--- src/hw/rtl/i2af_pkg.sv ---
package i2af_pkg;

   // Fixed field widths of the request and response items.
   localparam int FIELD_W = 6;
   localparam int BASE_W = 5;
   localparam int CHAR_W = 8;
   localparam int REM_W = 5;

   // Character counter width; it covers a sign, the widest field and the deepest buffer.
   localparam int CNT_W = 7;

   // Number of characters one request may produce at most.
   localparam logic [CNT_W-1:0] OUT_LIMIT = 7'd63;

   // Quotient bits the divider resolves in one cycle.
   localparam int DIV_BITS = 8;

   // The only base in which the signed flag is honored.
   localparam logic [BASE_W-1:0] DECIMAL_BASE = 5'd10;
   localparam logic [BASE_W-1:0] MIN_BASE = 5'd2;

   // ASCII codes used by the formatter.
   localparam logic [CHAR_W-1:0] CHAR_ZERO = 8'h30;
   localparam logic [CHAR_W-1:0] CHAR_MINUS = 8'h2D;
   localparam logic [CHAR_W-1:0] CHAR_SPACE = 8'h20;
   localparam logic [CHAR_W-1:0] CHAR_UPPER_A = 8'h41;
   localparam logic [CHAR_W-1:0] CHAR_LOWER_A = 8'h61;
   localparam logic [CHAR_W-1:0] CHAR_TEN = 8'd10;

   // Controller states.
   typedef enum logic [3:0] {
      ST_IDLE,
      ST_DIV,
      ST_DIGIT,
      ST_SIGN,
      ST_PREP,
      ST_EMIT_SIGN,
      ST_EMIT_LPAD,
      ST_EMIT_TEXT,
      ST_EMIT_RPAD
   } state_type;

   // Source of the character loaded into the response register.
   typedef enum logic [1:0] {
      OUT_SIGN,
      OUT_PAD,
      OUT_TEXT
   } out_sel_type;

   // Commands from the controller to the datapath.
   typedef struct packed {
      logic        load_item;
      logic        div_step;
      logic        digit_write;
      logic        sign_write;
      logic        prep;
      logic        out_load;
      out_sel_type out_sel;
   } cmd_type;

   // Status from the datapath to the controller.
   typedef struct packed {
      logic step_done;
      logic quot_zero;
      logic buf_last;
      logic sign_first;
      logic right;
      logic prep_pad_any;
      logic pad_any;
      logic pad_one;
      logic ptr_zero;
      logic last_char;
      logic slot_free;
   } status_type;

   // Converts one digit value to its ASCII character.
   function automatic logic [CHAR_W-1:0] digit_char(input logic [REM_W-1:0] digit,
                                                     input logic upper);
      logic [CHAR_W-1:0] letter_base;
      letter_base = upper ? CHAR_UPPER_A : CHAR_LOWER_A;
      if (CHAR_W'(digit) >= CHAR_TEN) begin
         digit_char = letter_base + CHAR_W'(digit) - CHAR_TEN;
      end else begin
         digit_char = CHAR_ZERO + CHAR_W'(digit);
      end
   endfunction

endpackage

--- src/hw/rtl/i2af_ctrl.sv ---
module i2af_ctrl (
   input  logic                   clock,
   input  logic                   reset,
   input  logic                   req_valid,
   output logic                   req_stall,
   input  i2af_pkg::status_type   sts,
   output i2af_pkg::cmd_type      cmd
);

   i2af_pkg::state_type state_ff;
   i2af_pkg::state_type state_in;

   // State register.
   always_ff @(posedge clock) begin
      if (reset) begin
         state_ff <= i2af_pkg::ST_IDLE;
      end else begin
         state_ff <= state_in;
      end
   end

   // Next state and datapath commands.
   always_comb begin
      state_in = state_ff;
      req_stall = 1'b1;
      cmd.load_item = 1'b0;
      cmd.div_step = 1'b0;
      cmd.digit_write = 1'b0;
      cmd.sign_write = 1'b0;
      cmd.prep = 1'b0;
      cmd.out_load = 1'b0;
      cmd.out_sel = i2af_pkg::OUT_PAD;
      case (state_ff)
         i2af_pkg::ST_IDLE: begin
            req_stall = 1'b0;
            if (req_valid) begin
               cmd.load_item = 1'b1;
               state_in = i2af_pkg::ST_DIV;
            end
         end
         i2af_pkg::ST_DIV: begin
            cmd.div_step = 1'b1;
            if (sts.step_done) begin
               state_in = i2af_pkg::ST_DIGIT;
            end
         end
         i2af_pkg::ST_DIGIT: begin
            cmd.digit_write = 1'b1;
            if (sts.quot_zero || sts.buf_last) begin
               state_in = i2af_pkg::ST_SIGN;
            end else begin
               state_in = i2af_pkg::ST_DIV;
            end
         end
         i2af_pkg::ST_SIGN: begin
            cmd.sign_write = 1'b1;
            state_in = i2af_pkg::ST_PREP;
         end
         i2af_pkg::ST_PREP: begin
            cmd.prep = 1'b1;
            if (sts.sign_first) begin
               state_in = i2af_pkg::ST_EMIT_SIGN;
            end else if (!sts.right && sts.prep_pad_any) begin
               state_in = i2af_pkg::ST_EMIT_LPAD;
            end else begin
               state_in = i2af_pkg::ST_EMIT_TEXT;
            end
         end
         i2af_pkg::ST_EMIT_SIGN: begin
            cmd.out_sel = i2af_pkg::OUT_SIGN;
            if (sts.slot_free) begin
               cmd.out_load = 1'b1;
               if (sts.last_char) begin
                  state_in = i2af_pkg::ST_IDLE;
               end else if (!sts.right && sts.pad_any) begin
                  state_in = i2af_pkg::ST_EMIT_LPAD;
               end else begin
                  state_in = i2af_pkg::ST_EMIT_TEXT;
               end
            end
         end
         i2af_pkg::ST_EMIT_LPAD: begin
            cmd.out_sel = i2af_pkg::OUT_PAD;
            if (sts.slot_free) begin
               cmd.out_load = 1'b1;
               if (sts.last_char) begin
                  state_in = i2af_pkg::ST_IDLE;
               end else if (sts.pad_one) begin
                  state_in = i2af_pkg::ST_EMIT_TEXT;
               end
            end
         end
         i2af_pkg::ST_EMIT_TEXT: begin
            cmd.out_sel = i2af_pkg::OUT_TEXT;
            if (sts.slot_free) begin
               cmd.out_load = 1'b1;
               if (sts.last_char) begin
                  state_in = i2af_pkg::ST_IDLE;
               end else if (sts.ptr_zero) begin
                  state_in = i2af_pkg::ST_EMIT_RPAD;
               end
            end
         end
         i2af_pkg::ST_EMIT_RPAD: begin
            cmd.out_sel = i2af_pkg::OUT_PAD;
            if (sts.slot_free) begin
               cmd.out_load = 1'b1;
               if (sts.last_char) begin
                  state_in = i2af_pkg::ST_IDLE;
               end
            end
         end
         default: begin
            state_in = i2af_pkg::ST_IDLE;
         end
      endcase
   end

   // An accepted request always starts with a division.
   assert property (@(posedge clock) disable iff (reset)
      (state_ff == i2af_pkg::ST_IDLE) && req_valid |=> (state_ff == i2af_pkg::ST_DIV))
      else $error("Accepted request did not start the divider.");

   // The final character of a request returns the controller to idle.
   assert property (@(posedge clock) disable iff (reset)
      cmd.out_load && sts.last_char |=> (state_ff == i2af_pkg::ST_IDLE))
      else $error("Controller kept running after the final character.");

   // At most one datapath command is active in a cycle.
   assert property (@(posedge clock) disable iff (reset)
      $onehot0({cmd.load_item, cmd.div_step, cmd.digit_write, cmd.sign_write,
                cmd.prep, cmd.out_load}))
      else $error("Conflicting datapath commands.");

endmodule

--- src/hw/rtl/i2af_datapath.sv ---
module i2af_datapath #(
   parameter int DIGIT_BUFFER_DEPTH = 33,
   parameter int VALUE_BITS = 32,
   parameter int MAX_FIELD_WIDTH = 63
) (
   input  logic                                 clock,
   input  logic                                 reset,
   input  logic [VALUE_BITS-1:0]                req_value,
   input  logic [i2af_pkg::BASE_W-1:0]          req_base,
   input  logic                                 req_signed_mode,
   input  logic [i2af_pkg::FIELD_W-1:0]         req_field_width,
   input  logic                                 req_left_justify,
   input  logic                                 req_zero_fill,
   input  logic                                 req_uppercase,
   input  logic                                 rsp_stall,
   output logic                                 rsp_valid,
   output logic [i2af_pkg::CHAR_W-1:0]          rsp_character,
   output logic                                 rsp_last,
   input  i2af_pkg::cmd_type                    cmd,
   output i2af_pkg::status_type                 sts
);

   localparam int QBITS = ((VALUE_BITS + i2af_pkg::DIV_BITS - 1) / i2af_pkg::DIV_BITS)
                          * i2af_pkg::DIV_BITS;
   localparam int STEPS = QBITS / i2af_pkg::DIV_BITS;
   localparam int STEP_W = (STEPS > 1) ? $clog2(STEPS) : 1;
   localparam int ADDR_W = $clog2(DIGIT_BUFFER_DEPTH);
   localparam int LEN_W = $clog2(DIGIT_BUFFER_DEPTH + 1);
   localparam int CNT_W = i2af_pkg::CNT_W;
   localparam int FIELD_W = i2af_pkg::FIELD_W;
   localparam int REM_W = i2af_pkg::REM_W;
   localparam int CHAR_W = i2af_pkg::CHAR_W;

   // Request attributes held for the whole conversion.
   logic [i2af_pkg::BASE_W-1:0] base_ff;
   logic                        neg_ff;
   logic                        sign_first_ff;
   logic                        right_ff;
   logic                        zero_ff;
   logic                        upper_ff;
   logic [FIELD_W-1:0]          width_ff;

   // Divider state.
   logic [QBITS-1:0]  q_ff;
   logic [REM_W-1:0]  r_ff;
   logic [STEP_W-1:0] step_ff;
   logic [QBITS-1:0]  q_step;
   logic [REM_W-1:0]  r_step;
   logic [REM_W:0]    trial;
   logic              fits;

   // Text buffer and emission state.
   logic [CHAR_W-1:0] buf_mem [DIGIT_BUFFER_DEPTH];
   logic [CHAR_W-1:0] rdata_ff;
   logic [LEN_W-1:0]  len_ff;
   logic [ADDR_W-1:0] ptr_ff;
   logic [ADDR_W-1:0] ptr_in;
   logic [FIELD_W-1:0] pad_ff;
   logic [CNT_W-1:0]  total_ff;
   logic [CNT_W-1:0]  emit_cnt_ff;
   logic              wr_en;
   logic [CHAR_W-1:0] wr_data;
   logic              sign_store;

   // Response register.
   logic              rsp_valid_ff;
   logic [CHAR_W-1:0] char_ff;
   logic              last_ff;
   logic [CHAR_W-1:0] out_char;
   logic [CHAR_W-1:0] pad_char;

   // Request decode.
   logic [i2af_pkg::BASE_W-1:0] base_eff;
   logic [FIELD_W-1:0]          width_sat;
   logic                        neg_req;
   logic                        sign_first_req;
   logic [VALUE_BITS-1:0]       magnitude;

   // Field layout computed once the text is complete.
   logic [CNT_W-1:0]   width_wide;
   logic [CNT_W-1:0]   len_wide;
   logic [FIELD_W-1:0] pad_calc;
   logic [CNT_W-1:0]   total_calc;

   assign base_eff = (req_base < i2af_pkg::MIN_BASE) ? i2af_pkg::MIN_BASE : req_base;
   assign width_sat = (req_field_width > FIELD_W'(MAX_FIELD_WIDTH)) ?
                      FIELD_W'(MAX_FIELD_WIDTH) : req_field_width;
   assign neg_req = req_signed_mode && (req_base == i2af_pkg::DECIMAL_BASE) &&
                    req_value[VALUE_BITS-1];
   assign sign_first_req = neg_req && (width_sat != '0) && req_zero_fill;
   assign magnitude = neg_req ? (VALUE_BITS'(0) - req_value) : req_value;

   // Eight restoring division steps per cycle, quotient bits shifted in at the bottom.
   always_comb begin
      q_step = q_ff;
      r_step = r_ff;
      trial = '0;
      fits = 1'b0;
      for (int k = 0; k < i2af_pkg::DIV_BITS; k++) begin
         trial = {r_step, q_step[QBITS-1]};
         fits = trial >= {1'b0, base_ff};
         q_step = {q_step[QBITS-2:0], fits};
         r_step = fits ? REM_W'(trial - {1'b0, base_ff}) : trial[REM_W-1:0];
      end
   end

   // Pad count and character total for the finished text.
   assign width_wide = CNT_W'(width_ff);
   assign len_wide = CNT_W'(len_ff);
   assign pad_calc = (width_wide > len_wide) ? FIELD_W'(width_wide - len_wide) : '0;
   assign total_calc = CNT_W'(pad_calc) + len_wide + CNT_W'(sign_first_ff);

   // Buffer writes: digits, then the minus sign when it belongs to the text.
   assign sign_store = neg_ff && !sign_first_ff && (len_wide < CNT_W'(DIGIT_BUFFER_DEPTH));
   assign wr_en = cmd.digit_write || (cmd.sign_write && sign_store);
   assign wr_data = cmd.digit_write ? i2af_pkg::digit_char(r_ff, upper_ff) :
                    i2af_pkg::CHAR_MINUS;

   // Read pointer: the read data always matches the registered pointer.
   always_comb begin
      ptr_in = ptr_ff;
      if (cmd.prep) begin
         ptr_in = ADDR_W'(len_ff - LEN_W'(1));
      end else if (cmd.out_load && (cmd.out_sel == i2af_pkg::OUT_TEXT)) begin
         ptr_in = ptr_ff - ADDR_W'(1);
      end
   end

   // Text buffer memory.
   always_ff @(posedge clock) begin
      if (wr_en) begin
         buf_mem[len_ff[ADDR_W-1:0]] <= wr_data;
      end
      rdata_ff <= buf_mem[ptr_in];
   end

   // Request capture, divider and layout registers.
   always_ff @(posedge clock) begin
      ptr_ff <= ptr_in;
      if (cmd.load_item) begin
         base_ff <= base_eff;
         neg_ff <= neg_req;
         sign_first_ff <= sign_first_req;
         right_ff <= req_left_justify;
         zero_ff <= req_zero_fill;
         upper_ff <= req_uppercase;
         width_ff <= sign_first_req ? (width_sat - FIELD_W'(1)) : width_sat;
         q_ff <= QBITS'(magnitude);
         r_ff <= '0;
         step_ff <= '0;
         len_ff <= '0;
      end
      if (cmd.div_step) begin
         q_ff <= q_step;
         r_ff <= r_step;
         step_ff <= sts.step_done ? '0 : (step_ff + STEP_W'(1));
      end
      if (cmd.digit_write) begin
         r_ff <= '0;
      end
      if (wr_en) begin
         len_ff <= len_ff + LEN_W'(1);
      end
      if (cmd.prep) begin
         pad_ff <= pad_calc;
         total_ff <= total_calc;
         emit_cnt_ff <= '0;
      end
      if (cmd.out_load) begin
         emit_cnt_ff <= emit_cnt_ff + CNT_W'(1);
         if (cmd.out_sel == i2af_pkg::OUT_PAD) begin
            pad_ff <= pad_ff - FIELD_W'(1);
         end
      end
   end

   // Character selection for the response register.
   assign pad_char = zero_ff ? i2af_pkg::CHAR_ZERO : i2af_pkg::CHAR_SPACE;
   always_comb begin
      case (cmd.out_sel)
         i2af_pkg::OUT_SIGN: out_char = i2af_pkg::CHAR_MINUS;
         i2af_pkg::OUT_PAD: out_char = pad_char;
         i2af_pkg::OUT_TEXT: out_char = rdata_ff;
         default: out_char = pad_char;
      endcase
   end

   // Response register; it is free when empty or when its transfer completes.
   always_ff @(posedge clock) begin
      if (reset) begin
         rsp_valid_ff <= 1'b0;
      end else if (cmd.out_load) begin
         rsp_valid_ff <= 1'b1;
      end else if (!rsp_stall) begin
         rsp_valid_ff <= 1'b0;
      end
      if (cmd.out_load) begin
         char_ff <= out_char;
         last_ff <= sts.last_char;
      end
   end

   assign rsp_valid = rsp_valid_ff;
   assign rsp_character = char_ff;
   assign rsp_last = last_ff;

   // Status to the controller.
   assign sts.step_done = (step_ff == STEP_W'(STEPS - 1));
   assign sts.quot_zero = (q_ff == '0);
   assign sts.buf_last = (len_wide == CNT_W'(DIGIT_BUFFER_DEPTH - 1));
   assign sts.sign_first = sign_first_ff;
   assign sts.right = right_ff;
   assign sts.prep_pad_any = (pad_calc != '0);
   assign sts.pad_any = (pad_ff != '0);
   assign sts.pad_one = (pad_ff == FIELD_W'(1));
   assign sts.ptr_zero = (ptr_ff == '0);
   assign sts.last_char = (emit_cnt_ff == (total_ff - CNT_W'(1))) ||
                          (emit_cnt_ff == (i2af_pkg::OUT_LIMIT - CNT_W'(1)));
   assign sts.slot_free = !rsp_valid_ff || !rsp_stall;

   // A character is never loaded over one that is still waiting.
   assert property (@(posedge clock) disable iff (reset)
      cmd.out_load |-> (!rsp_valid_ff || !rsp_stall))
      else $error("Response register overwritten while stalled.");

   // Text reads stay inside the filled part of the buffer.
   assert property (@(posedge clock) disable iff (reset)
      cmd.out_load && (cmd.out_sel == i2af_pkg::OUT_TEXT) |-> (LEN_W'(ptr_ff) < len_ff))
      else $error("Text read beyond the stored characters.");

   // Digit writes never run past the end of the buffer.
   assert property (@(posedge clock) disable iff (reset)
      cmd.digit_write |-> (len_wide < CNT_W'(DIGIT_BUFFER_DEPTH)))
      else $error("Digit buffer overflow.");

endmodule

--- src/hw/rtl/integer_to_ascii_formatter_core.sv ---
// An accepted word is divided one digit at a time by the 8-bit-per-cycle divider; each digit
// is written to the digit buffer, then the sign is handled and the field layout is set before
// the first character. Characters then leave at one per cycle while rsp_stall is low; the next
// request is taken the cycle after the final character is loaded.
// Reset is synchronous and active high; it clears the controller and the response valid.
// The digit buffer is not cleared: every entry is written before it is read.
module integer_to_ascii_formatter_core #(
   parameter int DIGIT_BUFFER_DEPTH = 33,
   parameter int VALUE_BITS = 32,
   parameter int MAX_FIELD_WIDTH = 63
) (
   input  logic                             clock,
   input  logic                             reset,
   input  logic                             req_valid,
   output logic                             req_stall,
   input  logic [VALUE_BITS-1:0]            req_value,
   input  logic [i2af_pkg::BASE_W-1:0]      req_base,
   input  logic                             req_signed_mode,
   input  logic [i2af_pkg::FIELD_W-1:0]     req_field_width,
   input  logic                             req_left_justify,
   input  logic                             req_zero_fill,
   input  logic                             req_uppercase,
   output logic                             rsp_valid,
   input  logic                             rsp_stall,
   output logic [i2af_pkg::CHAR_W-1:0]      rsp_character,
   output logic                             rsp_last
);

   i2af_pkg::cmd_type    cmd;
   i2af_pkg::status_type sts;

   // Sequencer for division, text assembly and character output.
   i2af_ctrl u_ctrl (
      .clock     (clock),
      .reset     (reset),
      .req_valid (req_valid),
      .req_stall (req_stall),
      .sts       (sts),
      .cmd       (cmd)
   );

   // Divider, text buffer, pad counters and response register.
   i2af_datapath #(
      .DIGIT_BUFFER_DEPTH (DIGIT_BUFFER_DEPTH),
      .VALUE_BITS         (VALUE_BITS),
      .MAX_FIELD_WIDTH    (MAX_FIELD_WIDTH)
   ) u_datapath (
      .clock            (clock),
      .reset            (reset),
      .req_value        (req_value),
      .req_base         (req_base),
      .req_signed_mode  (req_signed_mode),
      .req_field_width  (req_field_width),
      .req_left_justify (req_left_justify),
      .req_zero_fill    (req_zero_fill),
      .req_uppercase    (req_uppercase),
      .rsp_stall        (rsp_stall),
      .rsp_valid        (rsp_valid),
      .rsp_character    (rsp_character),
      .rsp_last         (rsp_last),
      .cmd              (cmd),
      .sts              (sts)
   );

endmodule

--- config.mk ---
export PLATFORM = sky130hd
export DESIGN_NAME = integer_to_ascii_formatter_core
export DESIGN_NICKNAME = d
export VERILOG_FILES = /design/src/hw/rtl/i2af_pkg.sv /design/src/hw/rtl/i2af_ctrl.sv /design/src/hw/rtl/i2af_datapath.sv /design/src/hw/rtl/integer_to_ascii_formatter_core.sv
export SDC_FILE = /design/constraint.sdc
export NUM_CORES = 1
export LEC_CHECK = 0
export BUFFER_PORTS_ARGS = -buffer_cell sky130_fd_sc_hd__buf_2
export CAP_MARGIN = 20
export CORE_MARGIN = 4
export CORE_UTILIZATION = 48
export DETAILED_ROUTE_END_ITERATION = 12
export PLACE_DENSITY = 0.67
export SYNTH_ARGS = -nofsm -noshare
export SYNTH_HDL_FRONTEND = slang
export SYNTH_SLANG_ARGS = --single-unit
--- constraint.sdc ---
create_clock -name clock -period 12.18 [get_ports clock]
set_input_delay 0.609 -clock clock [delete_from_list [all_inputs] [get_ports clock]]
set_output_delay 0.609 -clock clock [all_outputs]
set_load 0.02 [all_outputs]
==> results.toml, run 1 <==
[timing]
fin_setup_tns_ns = 0
skew_ns = 0.0188
finalCriticalPeriod_ns = 12.10
grt_setup_unrepaired = "yes"
finalCritPeriodShare = 0.994
worst_pin_slew_ns = 0.919
worst_slack_ns = 0.0782
drv_slew = 0
relSlewSlack = 0.383
fmax_mhz = 82.6
finalHoldViolCount = 0
setup_violations = 0

[logic_synthesis]
ys_seq_area_frac = 0.564
synth.avg_cell_area_sq_um = 12.5
synth_nets = 1528
synth_ff_type = "edfxtp_1"
synthCells = 1399
synth_edf_count = 309
yosysWarnings = 0
synthDistinctLibCells = 72
syn-cell-area_sq_um = 17500
async_flop_share = 0
ys_ff_latch = 338

[routing]
drt_iter0_markers = 853
routed_wl_um = 40700
vias = 11721
drt-pass1-iter-count = 5
detail-route-antenna-nets = 0
viasPerCell = 5.74
wl_per_cell_um = 19.9
drcViolationCount = 0

[placement]
dp_cells = 1928
place_congestion = 0.904
pre_cts_ws_ns = -0.339
io_buffers = 60
hpwl_um = 27400

[setup_path]
crit_slowest_cell = "or4b_1"
endpoint_kind = "flop"
required_ns = 12.58
critPathKind = "reg -> reg"
max_stage_delay_ns = 0.49
critical_path_buf_inv_count = 7
path_common_cell = "a21oi_2"
startpoint = "u_datapath.q_ff[31]$_DFFE_PP_"
critPathTopFamily = "compound AO/OA/AOI/OAI gates"
path_max_fanout = 5
cp.arrival_ns = 12.51
start_kind = "flop"
r2r_setup_slack_ns = 0.08
reg2reg_from = "u_datapath.q_ff[31]$_DFFE_PP_"

[run_status]
outcome = "finished, final reports clean"

[clocking]
htreeDepth = 2
clk_latency_ns = 0.51
cts_buffer_depth = 3
clk_pin_slew_worst_paths_ns = 0.06
ctsHoldBuffers = 0
cts_root_buf = "clkbuf_16"
cts_buffers = 36
cts_tree = "built"
cts.sinks = 338

[global_routing]
grt_max_degree = 61
grt_pass1_wl_um = 63900
grt_overflow = 0
grt_usage = 0.205
antenna_found_initial = 0
grt_pass1_vias = 11749

[final_layout]
area_growth_pct = 18.3
layout.cells.non_filler = 2042
diodes = 0
utilization = 0.579
nets = 1685
drive_gt1_frac = 0.240

[die]
dieArea_sq_um = 39600
rows = 69
dieHeight_um = 199
start_util = 0.489
die_x_um = 199
core_area_sq_um = 35700
pin_count = 62

[hold_path]
hold_start = "req_left_justify"
hp-class = "in -> reg"

[run]
max_cap_violations = 0
==> cells in the final DEF (no fill, tap or decap), types with 11 or more instances in the layout <==
master	count
a21o_1	28
a21oi_1	61
buf_2	67
buf_4	96
clkbuf_16	36
clkinv_1	13
dfxtp_1	29
edfxtp_1	309
ha_1	55
inv_1	77
mux2i_1	34
mux4_2	56
nand2_1	129
nand2b_1	11
nand3_1	40
nor2_1	92
nor3_1	41
nor4_1	13
o21ai_0	56
xnor2_1	52
xor2_1	37
==> final timing paths <==
| kind | endpoint | cells after the start |
|---|---|---|
| worst min register to register | u_datapath.rdata_ff[6]$_DFF_P_ | 1 |
| worst max-delay path | u_datapath.r_ff[4]$_SDFFE_PP0P_ | 66 |
| worst min-delay path | u_datapath.right_ff$_DFFE_PP_ | 1 |
| worst max register to register | u_datapath.r_ff[4]$_SDFFE_PP0P_ | 66 |
==> sequential cells by signal, indices dropped and copies added, names as in the netlist <==
signal	count
u_datapath.r_ff	5
u_datapath.rsp_valid	1
u_datapath.base_ff	5
u_datapath.rsp_character	7
u_datapath.zero_ff	1
u_datapath.width_ff	6
u_datapath.step_ff	2
u_datapath.right_ff	1
u_datapath.rdata_ff	7
u_datapath.emit_cnt_ff	7
u_datapath.total_ff	7
u_datapath.q_ff	32
u_datapath.ptr_ff	6
u_datapath.pad_ff	6
u_ctrl.state_ff	4
u_datapath.len_ff	6
u_datapath.neg_ff	1
u_datapath.rsp_last	1
u_datapath.sign_first_ff	1
u_datapath.upper_ff	1
u_datapath.buf_mem	231
==> layout make-up <==
cell class / instances / area (sq um)
Sequential cell: 338 / 9860
Tap cell: 461 / 577
Clock buffer: 40 / 926
Fill cell: 2867 / 15100
Timing Repair Buffer: 169 / 1120
Clock inverter: 23 / 205
Multi-Input combinational cell: 926 / 7680
Inverter: 85 / 319
==> routing by layer <==
layer / wire length, um / vias up / track usage
li1: - / 5543 / -
met4: 1260 / 0 / 0.0623
met2: 20400 / 330 / 0.351
met5: 0 / - / 0
met1: 17300 / 5770 / 0.275
met3: 1680 / 78 / 0.0247
==> kinds of logic (layout without fill, tap and decap cells) <==
kind of cell,count (synthesis),count (layout),synth area share
AO/OA/AOI/OAI,251,251,0.0927
adder cells (fa/ha/maj),78,78,0.0605
buffers and inverters,135,317,0.0294
XOR/XNOR,89,89,0.0446
flip-flops,338,338,0.564
AND/OR/NAND/NOR,402,402,0.107
other,1,1,0.000214
multiplexers,105,105,0.102
==> stage by stage <==
step                area, sq um  hold slack, ns
floorplan                 17600           0.419
global placement          18800           0.425
detailed placement        18800           0.439
CTS                       20200           0.276
global route              20700           0.281
finish                    20700           0.291
==> timing repair <==
| item | 4_1_cts | 5_1_grt |
|---|---|---|
| setup buffers | 19 | 25 |
| setup endpoints to repair | 6 | 6 |
| pin swaps | 21 | 45 |
| resized for setup | 16 | 56 |
==> synth_stat cells, types with 10 or more instances <==
master    number  area [sq um]
dfxtp_1       29           581
a21o_1        28           210
inv_1         82           308
nand2b_1      13          81.3
ha_1          67           838
nand3_1       40           200
nand2_1      131           492
nor4_1        14          87.6
xor2_1        37           324
clkbuf_1      39           146
edfxtp_1     309          9280
nor3_1        42           210
fa_1          11           220
nor2_1       100           375
mux4_2        56          1260
o21ai_0       68           340
xnor2_1       52           455
mux2i_1       39           390
a21oi_1       74           370
a211oi_1      10          75.1
==> worst reg2reg max path: cells and delay by family, from the launching register on <==
| kind | cells | cell delay (ns) |
|---|---|---|
| simple gates | 13 | 2.12 |
| compound gates | 31 | 4.48 |
| flops | 1 | 0.40 |
| mux | 6 | 1.70 |
| buf+inv | 7 | 0.74 |
| fa+ha+maj | 9 | 2.63 |
Power of run 1 is left out: the tool's default activity adds up to more than one toggle a clock period on the data nets, which glitch-free logic cannot reach.
==> inputs of run 2 (changes only) <==
--- a/config.mk
+++ b/config.mk
@@ -7,8 +7,8 @@
 export LEC_CHECK = 0
 export BUFFER_PORTS_ARGS = -buffer_cell sky130_fd_sc_hd__buf_2
 export CAP_MARGIN = 20
-export CORE_MARGIN = 4
 export CORE_UTILIZATION = 48
+export CTS_BUF_LIST = sky130_fd_sc_hd__clkbuf_8
 export DETAILED_ROUTE_END_ITERATION = 12
 export PLACE_DENSITY = 0.67
 export SYNTH_ARGS = -nofsm -noshare
==> run 2 against run 1 <==
  * The run now ends with DRC, setup timing left
  * Register-to-register slack got worse by 0.11 ns
  * Count of clock-buffer cells in the layout increased by 15
  * Global-route usage increased by 1.7 points
  * Routed wire length decreased by 1.2%
  * Clock skew increased by 0.029 ns
  * Final area increased by 0.30%
==> results.toml, run 2 (synthesis results as in run 1) <==
[run]
max_cap_violations = 0

[final_layout]
fillers = 2913
nets = 1705
drive_gt1_frac = 0.253
seq_area_sq_um = 9860
area_growth_pct = 18.6
multi_input_area_sq_um = 7690
most-common-layout-cells = "309 x edfxtp_1, 129 x nand2_1, 98 x buf_4, 92 x inv_1, 90 x nor2_1"
layout.cells.non_filler = 2082
final_common_cell = "edfxtp_1"
largest_reg_flops = 231
diodes = 0

[routing]
vias = 11684
detail-route-antenna-nets = 0
viasPerCell = 5.61
drt_iter0_markers = 794
drcViolationCount = 2
drt-pass1-iter-count = 9
wl_per_cell_um = 19.3
routed_wl_um = 40300

[clocking]
cts_tree = "built"
cts_buffers = 55
cts_root_buf = "clkbuf_8"
clk_latency_ns = 0.65
cts.sinks = 338
htreeDepth = 2
clk_pin_slew_worst_paths_ns = 0.06
cts_buffer_depth = 3

[setup_path]
startpoint = "u_datapath.base_ff[3]$_SDFFCE_PN0P_"
path_common_cell = "a21oi_2"
required_ns = 12.70
reg2reg_depth = 61
critPathKind = "reg -> reg"
endpoint_kind = "flop"
max_stage_delay_ns = 0.53
start_kind = "flop"
r2r_setup_slack_ns = -0.03
path_max_fanout = 6
cp.arrival_ns = 12.73
reg2reg_from = "u_datapath.base_ff[3]$_SDFFCE_PN0P_"
regToRegEndpoint = "u_datapath.r_ff[4]$_SDFFE_PP0P_"
crit_slowest_cell = "or4b_4"

[hold_path]
hold_start = "req_left_justify"
hp-class = "in -> reg"
hold_end = "u_datapath.right_ff$_DFFE_PP_"
holdPathStages = 1

[timing]
worst_pin_slew_ns = 1.07
setup_violations = 3
finalCritPeriodShare = 1.00
relSlewSlack = 0.278
grt_setup_unrepaired = "yes"
finalHoldViolCount = 0
worst_slack_ns = -0.0332
finalCriticalPeriod_ns = 12.21
fmax_mhz = 81.9
drv_slew = 0
skew_ns = 0.0480
hold_ws_ns = 0.160

[global_routing]
grt_use_met1 = 0.287
grt_pass1_vias = 11678
busiest_layer = "met2"
grt_max_degree = 61
grt_usage = 0.221
met2_usage = 0.377
grt_pass1_wl_um = 62300
grt_overflow = 0
antenna_found_initial = 0
met3_usage = 0.0326

[run_status]
violations = "DRC, setup timing"
outcome = "finished, violations left"

[die]
core_area_sq_um = 35700
dieHeight_um = 193
die_x_um = 193
rows = 69
pin_count = 62
dieArea_sq_um = 37200
start_util = 0.489

[placement]
io_buffers = 60
dp_cells = 1931
place_congestion = 0.896
hpwl_um = 27400
==> run 2: cell count changes in the layout (fill, tap and decap cells not counted), moves of 3 or more <==
cell       before  now
clkbuf_8        1   55
bufinv_16       3    6
inv_1          77   92
buf_2          67   64
o21ai_1         6    9
clkbuf_16      36    0
clkbuf_1        3    0
clkinv_2        3    6
==> run 2: worst max-delay path: cells and delay by family, from the launching register on <==
family	cells	cell delay [ns]
DFF	1	0.38
muxes	7	2.06
adders and majority gates	8	2.34
AOI/OAI and AO/OA	31	5.04
buffers and inverters	7	0.81
and+or+nand+nor	8	1.47
==> run 2: routing by layer <==
layer | vias to the layer above | share of wire
li1 | 5605 | -
met1 | 5702 | 0.43
met2 | 312 | 0.50
met3 | 65 | 0.050
met4 | 0 | 0.023
met5 | - | 0
==> run 2: final cells by class <==
cell class | count | share of cell area
Sequential cell | 338 | 0.475
Multi-Input combinational cell | 926 | 0.371
Timing Repair Buffer | 170 | 0.0555
Clock buffer | 55 | 0.0365
Tap cell | 461 | 0.0278
Clock inverter | 47 | 0.0188
Inverter | 85 | 0.0154
==> run 2: per-stage QoR <==
step	area, sq um	TNS [ns]	worst slack [ns]	util
after global routing	20700	-3.30	-0.592	0.580
final	20700	-0.0563	-0.0332	0.580
after floorplan	17600	0	0.00597	-
after detailed placement	18800	-2.12	-0.399	0.527
after CTS	20200	0	0.000209	0.565
after global placement	18800	0	0.0452	0.526
==> run 2: worst max-delay path by stage <==
stage                                            to  slack (ns)  cells after the start
detailed placement     u_datapath.q_ff[0]$_DFFE_PP_       -0.40                     64
floorplan           u_datapath.r_ff[2]$_SDFFE_PP0P_       0.006                     65
CTS                 u_datapath.r_ff[4]$_SDFFE_PP0P_      0.0002                     65
finish              u_datapath.r_ff[4]$_SDFFE_PP0P_       -0.03                     61
global placement    u_datapath.r_ff[2]$_SDFFE_PP0P_        0.05                     64
global route        u_datapath.r_ff[4]$_SDFFE_PP0P_       -0.59                     67
==> run 2: repair_timing <==
action / in CTS / in global routing
endpoints found under the setup margin: 6 / 6
hold buffers: 0 / 0
resized for setup: 17 / 62
pin swaps: 12 / 50
cloned: 0 / 0
setup buffers: 16 / 28
Power of run 2 is left out for the same reason.
==> inputs of run 3 (changes only) <==
--- a/config.mk
+++ b/config.mk
@@ -11,6 +11,7 @@
 export CTS_BUF_LIST = sky130_fd_sc_hd__clkbuf_8
 export DETAILED_ROUTE_END_ITERATION = 12
 export PLACE_DENSITY = 0.67
+export SKIP_LAST_GASP = 1
 export SYNTH_ARGS = -nofsm -noshare
 export SYNTH_HDL_FRONTEND = slang
 export SYNTH_SLANG_ARGS = --single-unit
==> run 3 against run 2 <==
  * The run still ends with DRC, setup timing left
  * Global-route usage stayed put
  * Worst setup slack improved by 0.0048 ns
  * Routed wire length about the same
  * Worst hold slack about the same
  * Non-clock buffer count is the same
  * Clock skew rose by 0.00087 ns
  * Core utilization did not move
  * Critical path type unchanged
==> results.toml, run 3 (synthesis results as in run 1) <==
[run_status]
outcome = "finished, violations left"
violations = "DRC, setup timing"

[clocking]
cts_buffer_depth = 3
cts_buffers = 55
clk_pin_slew_worst_paths_ns = 0.06
cts_root_buf = "clkbuf_8"
cts.sinks = 338
htreeDepth = 2
clk_latency_ns = 0.65
cts_tree = "built"

[global_routing]
antenna_found_initial = 0
grt_max_degree = 61
busiest_layer = "met2"
grt_overflow = 0
grt_pass1_wl_um = 62300
grt_use_met1 = 0.287
met3_usage = 0.0326
grt_usage = 0.221
grt_pass1_vias = 11678
met2_usage = 0.377

[die]
die_x_um = 193
dieArea_sq_um = 37200
start_util = 0.489
rows = 69
core_area_sq_um = 35700
pin_count = 62
dieHeight_um = 193

[setup_path]
start_kind = "flop"
reg2reg_from = "u_datapath.base_ff[3]$_SDFFCE_PN0P_"
r2r_setup_slack_ns = -0.03
reg2reg_depth = 65
path_common_cell = "a21oi_2"
endpoint_kind = "flop"
regToRegEndpoint = "u_datapath.r_ff[4]$_SDFFE_PP0P_"
crit_slowest_cell = "or4b_4"
cp.arrival_ns = 12.72
path_max_fanout = 6
max_stage_delay_ns = 0.53
critPathKind = "reg -> reg"
required_ns = 12.70

[timing]
finalCriticalPeriod_ns = 12.21
finalCritPeriodShare = 1.00
fmax_mhz = 81.9
drv_slew = 0
relSlewSlack = 0.279
worst_slack_ns = -0.0284
skew_ns = 0.0489
worst_pin_slew_ns = 1.07
grt_setup_unrepaired = "yes"
setup_violations = 2
finalHoldViolCount = 0

[final_layout]
fin_area_sq_um = 20700
nets = 1705
fillers = 2913
final_common_cell = "edfxtp_1"
diodes = 0
most-common-layout-cells = "309 x edfxtp_1, 129 x nand2_1, 98 x buf_4, 92 x inv_1, 90 x nor2_1"
drive_gt1_frac = 0.253
largest_reg_flops = 231
area_growth_pct = 18.6

[hold_path]
holdPathStages = 1
hold_start = "req_left_justify"
hold_end = "u_datapath.right_ff$_DFFE_PP_"
hp-class = "in -> reg"

[routing]
viasPerCell = 5.60
wl_per_cell_um = 19.3
drt-pass1-iter-count = 9
drcViolationCount = 2
drt_iter0_markers = 797
routed_wl_um = 40300
vias = 11668
detail-route-antenna-nets = 0

[placement]
dpl_cell_area_sq_um = 18800
io_buffers = 60
hpwl_um = 27400
place_congestion = 0.896

[run]
max_cap_violations = 0
## run 3: cell counts in the layout (fill, tap and decap cells not counted)
No cell type changed its count.
## run 3: routing by layer
metal / vias up / share of wire
met1: 5711 / 0.43
met3: 65 / 0.047
met4: 0 / 0.023
li1: 5607 / -
met2: 285 / 0.50
met5: - / 0
## run 3: area by class of cell
class / count / area (sq um) / area share
multi-input cells: 926 / 7690 / 0.371
well taps: 461 / 577 / 0.0278
clock inverters: 47 / 389 / 0.0188
inverters: 85 / 319 / 0.0154
clock buffers: 55 / 757 / 0.0365
repair buffers: 170 / 1150 / 0.0555
flip-flops and latches: 338 / 9860 / 0.475
## run 3: what timing repair did
item / in CTS / in global routing
resized for setup: 17 / 62
buffers inserted: 16 / 28
pin swaps: 12 / 50
setup endpoints to repair: 6 / 6
hold buffers: 0 / 0
## run 3: how the worst max path moves through the flow
stage                                        start                              end  slack [ns]  cells past startpoint
5_1_grt              u_datapath.q_ff[31]$_DFFE_PP_  u_datapath.r_ff[4]$_SDFFE_PP0P_       -0.59                     67
2_1_floorplan  u_datapath.base_ff[1]$_SDFFCE_PN1P_  u_datapath.r_ff[2]$_SDFFE_PP0P_       0.006                     65
4_1_cts              u_datapath.q_ff[31]$_DFFE_PP_  u_datapath.r_ff[4]$_SDFFE_PP0P_      0.0002                     65
6_report       u_datapath.base_ff[3]$_SDFFCE_PN0P_  u_datapath.r_ff[4]$_SDFFE_PP0P_       -0.03                     65
3_3_place_gp         u_datapath.q_ff[31]$_DFFE_PP_  u_datapath.r_ff[2]$_SDFFE_PP0P_        0.05                     64
3_5_place_dp         u_datapath.q_ff[31]$_DFFE_PP_     u_datapath.q_ff[0]$_DFFE_PP_       -0.40                     64
## run 3: per-stage QoR
step            util  worst slack, ns  instances  hold WS [ns]  setup TNS [ns]
2_1_floorplan      -          0.00597       1399         0.419               0
3_3_place_gp   0.526           0.0452       1925         0.431               0
3_5_place_dp   0.527           -0.399       1931         0.427           -2.12
4_1_cts        0.565         0.000209       2049         0.118               0
5_1_grt        0.580           -0.592       2082         0.137           -3.30
6_report       0.580          -0.0284       2082         0.161         -0.0399
## run 3: critical path: cells and delay by family, from the launching register on
kind,cells,cell delay [ns]
AOI/OAI and AO/OA,33,5.18
adders and majority gates,8,2.43
and+or+nand+nor,11,1.76
muxes,6,1.59
buffers and inverters,7,0.74
DFF,1,0.38
Power of run 3 is left out for the same reason.
